`config.mk`:
```
export PLATFORM = sky130hd
export DESIGN_NAME = coverage_aware_target_selector_unit_flat
export DESIGN_NICKNAME = d
export VERILOG_FILES = /design/src/rtl/cats_pkg.sv /design/src/rtl/cats_in_if.sv /design/src/rtl/cats_out_if.sv /design/src/rtl/coverage_aware_target_selector_unit.sv /design/src/flat_wrapper.sv
export SDC_FILE = /design/constraint.sdc
export NUM_CORES = 2
export LEC_CHECK = 0
export BUFFER_PORTS_ARGS = -buffer_cell sky130_fd_sc_hd__buf_2
export CAP_MARGIN = 25
export CORE_UTILIZATION = 55
export DETAILED_ROUTE_END_ITERATION = 10
export HOLD_SLACK_MARGIN = 0.1
export PLACE_DENSITY = 0.84
export SLEW_MARGIN = 20
export SYNTH_ARGS = -nofsm -noshare
export SYNTH_HDL_FRONTEND = slang
export SYNTH_SLANG_ARGS = --single-unit
```
`constraint.sdc`:
```
create_clock -name clk -period 14.9 [get_ports clk]
set_input_delay 0.745 -clock clk [delete_from_list [all_inputs] [get_ports clk]]
set_output_delay 0.745 -clock clk [all_outputs]
set_load 0.05 [all_outputs]
```
`src/rtl/cats_pkg.sv`:
```
package cats_pkg;

  // Coverage grid and run size
  localparam int AZ_BIN_COUNT = 36;
  localparam int EL_BIN_COUNT = 18;
  localparam int AZ_STEP_CDEG = 1000;
  localparam int EL_STEP_CDEG = 500;
  localparam int TARGET_SLOTS = 16;
  localparam int GRID_BINS    = AZ_BIN_COUNT * EL_BIN_COUNT;

  localparam int AZ_FULL_CDEG = 36000;
  localparam int EL_TOP_CDEG  = 9000;

  // Field and state widths
  localparam int FUNC_W  = 2;
  localparam int AZ_W    = 16;
  localparam int EL_W    = 15;
  localparam int SLOT_W  = $clog2(TARGET_SLOTS);
  localparam int RUN_W   = $clog2(TARGET_SLOTS + 1);
  localparam int COUNT_W = $clog2(GRID_BINS + 1);
  localparam int ROW_W   = $clog2(AZ_BIN_COUNT);
  localparam int COL_W   = $clog2(EL_BIN_COUNT);

  // Binning by reciprocal multiply: floor(x / step) = (x * recip) >> shift
  localparam int AZ_SHIFT   = 26;
  localparam int AZ_RECIP   = (2**AZ_SHIFT + AZ_STEP_CDEG - 1) / AZ_STEP_CDEG;
  localparam int AZ_RECIP_W = $clog2(AZ_RECIP + 1);
  localparam int AZ_PROD_W  = AZ_W + AZ_RECIP_W;
  localparam int AZ_Q_W     = AZ_PROD_W - AZ_SHIFT;

  localparam int EL_MAG_W   = EL_W - 1;
  localparam int EL_SHIFT   = 22;
  localparam int EL_RECIP   = (2**EL_SHIFT + EL_STEP_CDEG - 1) / EL_STEP_CDEG;
  localparam int EL_RECIP_W = $clog2(EL_RECIP + 1);
  localparam int EL_PROD_W  = EL_MAG_W + EL_RECIP_W;
  localparam int EL_Q_W     = EL_PROD_W - EL_SHIFT;

  // Register port
  localparam int CFG_ADDR_W   = 1;
  localparam int CFG_DATA_W   = 32;
  localparam int MIN_EL_RESET = 500;
  localparam logic [CFG_ADDR_W-1:0] ADDR_MIN_ELEVATION = '0;

  typedef enum logic [FUNC_W-1:0] {
    FUNC_OFFER = 2'd0,
    FUNC_MARK  = 2'd1,
    FUNC_CLEAR = 2'd2
  } func_t;

  typedef struct packed {
    logic              selected_valid;
    logic [SLOT_W-1:0] selected_index;
    logic              selected_unimaged;
    logic [COUNT_W-1:0] bins_done;
    logic              coverage_done;
  } result_t;

  // Item held in the stage register between input decode and the result stage
  typedef struct packed {
    logic                   vld;
    logic                   is_offer;
    logic                   is_mark;
    logic                   is_clear;
    logic                   last;
    logic                   consider;
    logic                   mark_ok;
    logic [SLOT_W-1:0]      slot;
    logic signed [EL_W-1:0] el;
    logic                   inr;
    logic [ROW_W-1:0]       row;
    logic [COL_W-1:0]       col;
  } stage_t;

endpackage

```
`src/rtl/cats_in_if.sv`:
```
interface cats_in_if;
  logic                           valid;
  logic                           ready;
  logic [cats_pkg::FUNC_W-1:0]    func;
  logic [cats_pkg::AZ_W-1:0]      target_az;
  logic signed [cats_pkg::EL_W-1:0] target_el;
  logic                           last;
  logic [cats_pkg::SLOT_W-1:0]    target_index;

  modport source (output valid, func, target_az, target_el, last, target_index,
                  input ready);
  modport sink (input valid, func, target_az, target_el, last, target_index,
                output ready);
endinterface

```
`src/rtl/cats_out_if.sv`:
```
interface cats_out_if;
  logic                          valid;
  logic                          ready;
  logic                          selected_valid;
  logic [cats_pkg::SLOT_W-1:0]   selected_index;
  logic                          selected_unimaged;
  logic [cats_pkg::COUNT_W-1:0]  bins_done;
  logic                          coverage_done;

  modport source (output valid, selected_valid, selected_index, selected_unimaged,
                  bins_done, coverage_done, input ready);
  modport sink (input valid, selected_valid, selected_index, selected_unimaged,
                bins_done, coverage_done, output ready);
endinterface

```
`src/rtl/coverage_aware_target_selector_unit.sv`:
```
// Coverage-aware target selector. Takes one beat per clock: offers, marks and
// unused codes alike; a run's result is built in the result stage from its
// last offer, held in the stage register, and written to the result buffer.
// The coverage bitmap is a 36-row by 18-bit memory (one row per azimuth bin),
// wiped by a clearing pass over its rows. The pass runs straight out of reset,
// so in_chan.ready is low while it runs; after a clear beat it follows the
// beat's own cycle in the result stage, so ready is low from acceptance of a
// clear beat to the end of the pass (register writes are still taken).
// Results queue in a two-entry buffer, so input keeps flowing while a result
// waits to be taken; otherwise ready drops only when that buffer would overflow.
module coverage_aware_target_selector_unit (
  input  logic                            clk,
  input  logic                            rst_n,
  cats_in_if.sink                         in_chan,
  cats_out_if.source                      out_chan,
  input  logic                            psel,
  input  logic                            penable,
  input  logic                            pwrite,
  input  logic [cats_pkg::CFG_ADDR_W-1:0] paddr,
  input  logic [cats_pkg::CFG_DATA_W-1:0] pwdata,
  output logic [cats_pkg::CFG_DATA_W-1:0] prdata,
  output logic                            pready
);
  import cats_pkg::*;

  // Configuration
  logic signed [EL_W-1:0] min_el_r;

  // Slot store and run tracking
  logic [ROW_W-1:0] slot_az_r  [TARGET_SLOTS];
  logic [COL_W-1:0] slot_el_r  [TARGET_SLOTS];
  logic             slot_inr_r [TARGET_SLOTS];
  logic [RUN_W-1:0] run_pos_r;

  // Running best
  logic                   best_found_r;
  logic [SLOT_W-1:0]      best_slot_r;
  logic                   best_unim_r;
  logic signed [EL_W-1:0] best_el_r;

  // Coverage memory, count and flag
  logic [EL_BIN_COUNT-1:0] cov_mem [AZ_BIN_COUNT];
  logic [EL_BIN_COUNT-1:0] mem_rd_r;
  logic [COUNT_W-1:0]      count_r;
  logic                    complete_r;
  logic                    sweep_r;
  logic [ROW_W-1:0]        sweep_cnt_r;

  // Last row written, forwarded to the next beat
  logic                    lw_vld_r;
  logic [ROW_W-1:0]        lw_row_r;
  logic [EL_BIN_COUNT-1:0] lw_data_r;

  stage_t s1_r, s1_nxt;

  // Result buffer
  result_t    fifo_r [2];
  logic       wr_ptr_r, rd_ptr_r;
  logic [1:0] fcnt_r;

  logic accept, pop, push, cfg_wr;
  logic [1:0] occ;

  func_t                 fn;
  logic [AZ_W-1:0]       az_wrap;
  logic [AZ_PROD_W-1:0]  az_prod;
  logic [AZ_Q_W-1:0]     az_q;
  logic [ROW_W-1:0]      az_bin;
  logic                  in_inr;
  logic [EL_MAG_W-1:0]   el_mag;
  logic [EL_PROD_W-1:0]  el_prod;
  logic [EL_Q_W-1:0]     el_q;
  logic [COL_W-1:0]      el_bin;
  logic                  stored;
  logic [ROW_W-1:0]      rd_row;

  logic [EL_BIN_COUNT-1:0] eff_row, new_row;
  logic                    hit, unim, take, mark_wr, mark_upd;
  logic                    fnd_n, unim_n;
  logic [SLOT_W-1:0]       slot_n;
  logic signed [EL_W-1:0]  el_n;
  logic [COUNT_W-1:0]      count_n;
  result_t                 res;

  // Register port
  assign pready = 1'b1;
  assign cfg_wr = psel && penable && pwrite && (paddr == ADDR_MIN_ELEVATION);
  assign prdata = (paddr == ADDR_MIN_ELEVATION) ?
                  {{(CFG_DATA_W-EL_W){min_el_r[EL_W-1]}}, min_el_r} : '0;

  always_ff @(posedge clk) begin
    if (!rst_n) begin
      min_el_r <= EL_W'(MIN_EL_RESET);
    end else if (cfg_wr) begin
      min_el_r <= pwdata[EL_W-1:0];
    end
  end

  // Handshake: hold off during clearing, behind a clear beat, or when the
  // result buffer could not take another result
  assign pop    = out_chan.valid && out_chan.ready;
  assign occ    = fcnt_r + {1'b0, push};
  assign in_chan.ready = !sweep_r && !(s1_r.vld && s1_r.is_clear) &&
                         ((occ <= 2'd1) || ((occ == 2'd2) && pop));
  assign accept = in_chan.valid && in_chan.ready;

  // Decode and binning of the incoming beat
  always_comb begin
    fn      = func_t'(in_chan.func);
    az_wrap = (in_chan.target_az >= AZ_W'(AZ_FULL_CDEG)) ?
              in_chan.target_az - AZ_W'(AZ_FULL_CDEG) : in_chan.target_az;
    az_prod = AZ_PROD_W'(az_wrap) * AZ_PROD_W'(AZ_RECIP);
    az_q    = az_prod[AZ_PROD_W-1:AZ_SHIFT];
    az_bin  = (az_q >= AZ_Q_W'(AZ_BIN_COUNT)) ? ROW_W'(AZ_BIN_COUNT - 1)
                                              : az_q[ROW_W-1:0];

    in_inr  = !in_chan.target_el[EL_W-1] &&
              (in_chan.target_el[EL_MAG_W-1:0] <= EL_MAG_W'(EL_TOP_CDEG));
    el_mag  = in_chan.target_el[EL_MAG_W-1:0];
    el_prod = EL_PROD_W'(el_mag) * EL_PROD_W'(EL_RECIP);
    el_q    = el_prod[EL_PROD_W-1:EL_SHIFT];
    if (!in_inr) begin
      el_bin = '0;
    end else if (el_q >= EL_Q_W'(EL_BIN_COUNT)) begin
      el_bin = COL_W'(EL_BIN_COUNT - 1);
    end else begin
      el_bin = el_q[COL_W-1:0];
    end

    stored = (fn == FUNC_OFFER) && (run_pos_r < RUN_W'(TARGET_SLOTS));

    s1_nxt          = '0;
    s1_nxt.vld      = accept;
    s1_nxt.is_offer = (fn == FUNC_OFFER);
    s1_nxt.is_mark  = (fn == FUNC_MARK);
    s1_nxt.is_clear = (fn == FUNC_CLEAR);
    s1_nxt.last     = in_chan.last;
    s1_nxt.consider = stored && (in_chan.target_el >= min_el_r);
    s1_nxt.mark_ok  = slot_inr_r[in_chan.target_index];
    s1_nxt.slot     = run_pos_r[SLOT_W-1:0];
    s1_nxt.el       = in_chan.target_el;
    s1_nxt.inr      = in_inr;
    if (fn == FUNC_MARK) begin
      s1_nxt.row = slot_az_r[in_chan.target_index];
      s1_nxt.col = slot_el_r[in_chan.target_index];
    end else begin
      s1_nxt.row = az_bin;
      s1_nxt.col = el_bin;
    end
    rd_row = s1_nxt.row;
  end

  // Slot store and run position, updated as each offer is taken
  always_ff @(posedge clk) begin
    if (!rst_n) begin
      run_pos_r <= '0;
      for (int i = 0; i < TARGET_SLOTS; i++) begin
        slot_az_r[i]  <= '0;
        slot_el_r[i]  <= '0;
        slot_inr_r[i] <= 1'b1;
      end
    end else if (accept && (fn == FUNC_OFFER)) begin
      if (stored) begin
        slot_az_r[run_pos_r[SLOT_W-1:0]]  <= az_bin;
        slot_el_r[run_pos_r[SLOT_W-1:0]]  <= el_bin;
        slot_inr_r[run_pos_r[SLOT_W-1:0]] <= in_inr;
      end
      if (in_chan.last) begin
        run_pos_r <= '0;
      end else if (stored) begin
        run_pos_r <= run_pos_r + RUN_W'(1);
      end
    end
  end

  // Stage register
  always_ff @(posedge clk) begin
    if (!rst_n) begin
      s1_r <= '0;
    end else begin
      s1_r <= s1_nxt;
    end
  end

  // Result stage: bitmap lookup, best update, mark and result build
  always_comb begin
    eff_row = (lw_vld_r && (lw_row_r == s1_r.row)) ? lw_data_r : mem_rd_r;
    hit     = eff_row[s1_r.col];
    unim    = !(s1_r.inr && hit);
    take    = s1_r.vld && s1_r.is_offer && s1_r.consider &&
              (!best_found_r || (unim && !best_unim_r) ||
               ((unim == best_unim_r) && (s1_r.el > best_el_r)));
    fnd_n   = take ? 1'b1       : best_found_r;
    slot_n  = take ? s1_r.slot  : best_slot_r;
    unim_n  = take ? unim       : best_unim_r;
    el_n    = take ? s1_r.el    : best_el_r;

    mark_upd = s1_r.vld && s1_r.is_mark && s1_r.mark_ok;
    mark_wr  = mark_upd && !hit;
    new_row  = eff_row | (EL_BIN_COUNT'(1) << s1_r.col);
    count_n  = mark_wr ? count_r + COUNT_W'(1) : count_r;

    push = s1_r.vld && s1_r.is_offer && s1_r.last;
    res.selected_valid    = fnd_n && !complete_r;
    res.selected_index    = (fnd_n && !complete_r) ? slot_n : '0;
    res.selected_unimaged = fnd_n && !complete_r && unim_n;
    res.bins_done         = count_r;
    res.coverage_done     = complete_r;
  end

  // Running best; cleared when a run ends
  always_ff @(posedge clk) begin
    if (!rst_n) begin
      best_found_r <= 1'b0;
      best_slot_r  <= '0;
      best_unim_r  <= 1'b0;
      best_el_r    <= '0;
    end else if (push) begin
      best_found_r <= 1'b0;
      best_slot_r  <= '0;
      best_unim_r  <= 1'b0;
      best_el_r    <= '0;
    end else begin
      best_found_r <= fnd_n;
      best_slot_r  <= slot_n;
      best_unim_r  <= unim_n;
      best_el_r    <= el_n;
    end
  end

  // Count, flag, clearing pass and forwarding register
  always_ff @(posedge clk) begin
    if (!rst_n) begin
      count_r     <= '0;
      complete_r  <= 1'b0;
      sweep_r     <= 1'b1;
      sweep_cnt_r <= '0;
      lw_vld_r    <= 1'b0;
      lw_row_r    <= '0;
      lw_data_r   <= '0;
    end else if (s1_r.vld && s1_r.is_clear) begin
      count_r     <= '0;
      complete_r  <= 1'b0;
      sweep_r     <= 1'b1;
      sweep_cnt_r <= '0;
      lw_vld_r    <= 1'b0;
    end else begin
      if (sweep_r) begin
        if (sweep_cnt_r == ROW_W'(AZ_BIN_COUNT - 1)) begin
          sweep_r <= 1'b0;
        end
        sweep_cnt_r <= sweep_cnt_r + ROW_W'(1);
      end
      if (mark_upd) begin
        count_r <= count_n;
        if (count_n >= COUNT_W'(GRID_BINS)) begin
          complete_r <= 1'b1;
        end
      end
      if (mark_wr) begin
        lw_vld_r  <= 1'b1;
        lw_row_r  <= s1_r.row;
        lw_data_r <= new_row;
      end
    end
  end

  // Coverage memory: one write port, one registered read port
  always_ff @(posedge clk) begin
    if (sweep_r) begin
      cov_mem[sweep_cnt_r] <= '0;
    end else if (mark_wr) begin
      cov_mem[s1_r.row] <= new_row;
    end
    mem_rd_r <= cov_mem[rd_row];
  end

  // Result buffer, two entries
  always_ff @(posedge clk) begin
    if (!rst_n) begin
      wr_ptr_r <= 1'b0;
      rd_ptr_r <= 1'b0;
      fcnt_r   <= '0;
    end else begin
      if (push) begin
        wr_ptr_r <= !wr_ptr_r;
      end
      if (pop) begin
        rd_ptr_r <= !rd_ptr_r;
      end
      fcnt_r <= fcnt_r + {1'b0, push} - {1'b0, pop};
    end
  end

  always_ff @(posedge clk) begin
    if (push) begin
      fifo_r[wr_ptr_r] <= res;
    end
  end

  assign out_chan.valid             = (fcnt_r != 2'd0);
  assign out_chan.selected_valid    = fifo_r[rd_ptr_r].selected_valid;
  assign out_chan.selected_index    = fifo_r[rd_ptr_r].selected_index;
  assign out_chan.selected_unimaged = fifo_r[rd_ptr_r].selected_unimaged;
  assign out_chan.bins_done         = fifo_r[rd_ptr_r].bins_done;
  assign out_chan.coverage_done     = fifo_r[rd_ptr_r].coverage_done;

endmodule

```
`src/flat_wrapper.sv`:
```
// flat-port wrapper written by rule: the top's interface ports become plain ports
module coverage_aware_target_selector_unit_flat import cats_pkg::*;
  (clk, rst_n, psel, penable, pwrite, paddr, pwdata, prdata, pready, in_chan_valid, in_chan_func, in_chan_target_az, in_chan_target_el, in_chan_last, in_chan_target_index, in_chan_ready, out_chan_valid, out_chan_selected_valid, out_chan_selected_index, out_chan_selected_unimaged, out_chan_bins_done, out_chan_coverage_done, out_chan_ready);
  cats_in_if in_chan_i ();
  cats_out_if out_chan_i ();
  input  logic clk;
  input  logic rst_n;
  input  logic psel;
  input  logic penable;
  input  logic pwrite;
  input  logic [cats_pkg::CFG_ADDR_W-1:0] paddr;
  input  logic [cats_pkg::CFG_DATA_W-1:0] pwdata;
  output logic [cats_pkg::CFG_DATA_W-1:0] prdata;
  output logic pready;
  input wire logic [$bits(in_chan_i.valid)-1:0] in_chan_valid;
  input wire logic [$bits(in_chan_i.func)-1:0] in_chan_func;
  input wire logic [$bits(in_chan_i.target_az)-1:0] in_chan_target_az;
  input wire logic [$bits(in_chan_i.target_el)-1:0] in_chan_target_el;
  input wire logic [$bits(in_chan_i.last)-1:0] in_chan_last;
  input wire logic [$bits(in_chan_i.target_index)-1:0] in_chan_target_index;
  output wire logic [$bits(in_chan_i.ready)-1:0] in_chan_ready;
  output wire logic [$bits(out_chan_i.valid)-1:0] out_chan_valid;
  output wire logic [$bits(out_chan_i.selected_valid)-1:0] out_chan_selected_valid;
  output wire logic [$bits(out_chan_i.selected_index)-1:0] out_chan_selected_index;
  output wire logic [$bits(out_chan_i.selected_unimaged)-1:0] out_chan_selected_unimaged;
  output wire logic [$bits(out_chan_i.bins_done)-1:0] out_chan_bins_done;
  output wire logic [$bits(out_chan_i.coverage_done)-1:0] out_chan_coverage_done;
  input wire logic [$bits(out_chan_i.ready)-1:0] out_chan_ready;
  assign in_chan_i.valid = in_chan_valid;
  assign in_chan_i.func = in_chan_func;
  assign in_chan_i.target_az = in_chan_target_az;
  assign in_chan_i.target_el = in_chan_target_el;
  assign in_chan_i.last = in_chan_last;
  assign in_chan_i.target_index = in_chan_target_index;
  assign in_chan_ready = in_chan_i.ready;
  assign out_chan_valid = out_chan_i.valid;
  assign out_chan_selected_valid = out_chan_i.selected_valid;
  assign out_chan_selected_index = out_chan_i.selected_index;
  assign out_chan_selected_unimaged = out_chan_i.selected_unimaged;
  assign out_chan_bins_done = out_chan_i.bins_done;
  assign out_chan_coverage_done = out_chan_i.coverage_done;
  assign out_chan_i.ready = out_chan_ready;
  coverage_aware_target_selector_unit u_core (.clk(clk), .rst_n(rst_n), .in_chan(in_chan_i), .out_chan(out_chan_i), .psel(psel), .penable(penable), .pwrite(pwrite), .paddr(paddr), .pwdata(pwdata), .prdata(prdata), .pready(pready));
endmodule
```
==> metrics.csv <==
metric;value;unit
grt_pass1_vias;33700;
synth_area;0.0489;sq mm
cts_resized;0;
hold_end;u_core.min_el_r[7]$_SDFFE_PN1P_;
die_w;300;um
cts_buffer_depth;3;
p_leak;19.5;nW
nets;4353;
synthArstFlopShare;0;
top_level_ports;130;
drv_slew;0;
clk_latency;0.68;ns
grt_max_degree;69;
peakVddDrop;0.129;mV
rows;108;
hold_viol;0;
r2r_start;u_core.s1_r[6]$_SDFF_PN0_;
rr_worst_depth;13;
period_needed;10.88;ns
yosysTopAreaCell;edfxtp_1;
grt_util_all_layers;0.282;
synthesis.nets;4299;
vias;34000;
drc_errors;0;
powerDensity;148;mW/mm^2
seqPwrFrac;0.402;
fp.coreArea;0.0874;sq mm
status;complete, no violations;
yosys_most_used_dff;edfxtp_1;
ys_types;82;
slew_headroom;0.147;
ys_seq_area_frac;0.596;
drtIter0Drc;4776;
gr-total-overflow;0;
p_int;5.21;mW
critPathSlowestCell;o41ai_1;
skew;0.0277;ns
r2r_slack;8.83;ns
yosysWarnings;0;
drive_above_1_share;0.128;
grt_antenna_before_repair;4;
drv_cap;0;
min_path_type;in -> reg;
wl_per_cell;24.8;um
syn_area_per_cell;12.6;sq um
dieHeight;300;um
clk_root_buffer_cell;clkbuf_16;
cp_max_fo;30;
finalSetupViolations;0;
power.total;7.95;mW
vias_per_cell;6.56;
cts_buffers;93;
h-tree-depth;3;
dp.final_hpwl;78500;um
rsz0062_at_grt;no;
yosys.area.top_type_share;0.537;
slowest_delay;1.12;ns
end_kind;flip-flop;
hold_depth;3;
critPathRequiredTime;15.47;ns
cp.arrival;11.45;ns
ys_ff_latch;1019;
min_from;pwdata[7];
die-area;0.0901;sq mm
fin_tns_setup;0;ns
netlist_instances;3890;
finalCritPeriodShare;0.730;
cts_setup_buffers;0;
totalWireLength;128000;um
portBuffers;111;
start_kind;input port;
firstDrtPassIters;8;
p_clk_frac;0.297;
yosys.cell_count.top_type;edfxtp_1;
hold_buffers;0;
setup_ws;4.02;ns
critical_path_class;in -> reg;
fmax;91.9;MHz
start_util;0.559;
yosys-top-cells-count;874 x edfxtp_1, 443 x nand2_1, 313 x nor2_1;
synth_edf_count;874;
cpMostUsedCell;ha_1;
cts.sinks;1019;
power_frac_comb;0.301;
cts_tree;yes;
worst_pin_slew;1.26;ns
switchingPower;2.74;mW
antenna_left;0;
swShare;0.344;
gp_congestion;0.927;
clk_pin_slew_worst_paths;0.07;ns
synth.area.top_cells;edfxtp_1 54%, ha_1 6.9%, dfxtp_1 5.9%, mux4_2 3.8%, nand2_1 3.4%;
r2r_end;u_core.cov_mem[31][4]$_DFFE_PP_;
grt_pass1_wl;194000;um
area_growth;10.1;%
preCtsSetupSlack;3.90;ns
-- sequential cells by signal, indices dropped and copies added (netlist names), 16 cells and up, named ones only --
| signal | cells |
|---|---|
| u_core.fifo_r | 34 |
| u_core.cov_mem | 648 |
| u_core.slot_az_r | 96 |
| u_core.slot_el_r | 80 |
| u_core.lw_data_r | 18 |
| u_core.mem_rd_r | 18 |
| u_core.s1_r | 38 |
| u_core.slot_inr_r | 16 |
-- per-layer routing --
metal,up-vias,wire length [um],part of all wire,global-route usage
met2,2517,59700,0.47,0.447
met5,-,34,0.00027,0
met1,16400,46700,0.36,0.366
met3,468,15400,0.12,0.0629
li1,14600,-,-,-
met4,6,6320,0.049,0.144
-- layout by cell type, fill, tap and decap left out, types with 18 or more instances in the layout --
master / count
o2111ai_1: 21
a21boi_0: 35
nor3b_1: 18
buf_4: 83
mux2_2: 20
mux2i_1: 44
nand3_1: 141
nand2_1: 440
o41ai_1: 18
buf_2: 112
o31ai_1: 56
and2_1: 35
fa_1: 60
xor2_1: 20
or3_1: 23
inv_1: 223
and3_1: 33
o21ai_0: 33
a31oi_1: 28
nor2_2: 30
o31a_1: 18
a211oi_1: 193
a211o_1: 56
nor2_1: 278
clkbuf_1: 33
edfxtp_1: 874
a21o_1: 22
mux4_2: 83
ha_1: 271
clkbuf_16: 96
a21oi_1: 117
dfxtp_1: 145
a22oi_1: 20
nand4_1: 41
nor3_1: 72
-- cell families (layout without fill, tap and decap cells) --
logic type / count (synthesis) / after routing / synth area share
compound gates: 707 / 707 / 0.104
xor+xnor: 37 / 37 / 0.00663
fa+ha+maj: 332 / 332 / 0.0941
buf+inv: 466 / 597 / 0.0388
flops: 1019 / 1019 / 0.596
mux: 147 / 147 / 0.0519
other cells: 1 / 3 / 0.0000767
simple gates: 1181 / 1181 / 0.108
-- critical path: cells and delay by family --
kind,cells,cell delay (ns)
AO/OA/AOI/OAI,10,3.68
adder cells (fa/ha/maj),7,2.67
AND/OR/NAND/NOR,8,2.51
buffers and inverters,5,1.07
XOR/XNOR,1,0.71
-- area by class of cell --
cell class	count	area [sq um]
fill	6025	33600
sequential	1019	29100
multi-input combinational	2405	18100
clock buffer	131	2550
tap	1155	1450
timing repair buffer	201	1260
inverter	224	841
clock inverter	41	432
antenna	2	5.00
-- stage by stage --
stage	hold WS [ns]	cell area, sq um	util	cells
6_report	0.309	53800	0.615	5178
5_1_grt	0.322	53800	0.615	5176
4_1_cts	0.288	53700	0.615	5172
3_5_place_dp	0.450	50700	0.580	5000
3_3_place_gp	0.437	50700	0.580	4995
2_1_floorplan	0.426	48900	-	3890
-- power groups by stage --
stage               clock, mW  sequential [mW]  combinational (mW)
global route             2.47             3.20                2.58
global placement            0             3.25                2.20
detailed placement          0             3.25                2.29
finish                   2.36             3.19                2.39
floorplan                   0             3.22                1.62
CTS                      2.36             3.19                2.32
-- worst max path at each step --
stage / start / endpoint / slack, ns / cells past startpoint
detailed placement: in_chan_target_az[5] / u_core.mem_rd_r[8]$_DFF_P_ / 3.90 / 31
floorplan: in_chan_target_az[5] / u_core.mem_rd_r[15]$_DFF_P_ / 6.61 / 31
CTS: in_chan_target_az[5] / u_core.mem_rd_r[9]$_DFF_P_ / 4.50 / 30
finish: in_chan_target_az[5] / u_core.mem_rd_r[8]$_DFF_P_ / 4.02 / 31
global route: in_chan_target_az[5] / u_core.mem_rd_r[11]$_DFF_P_ / 3.70 / 30
global placement: in_chan_target_az[5] / u_core.mem_rd_r[4]$_DFF_P_ / 3.95 / 30
No activity file was read; power rests on OpenSTA's default activity.
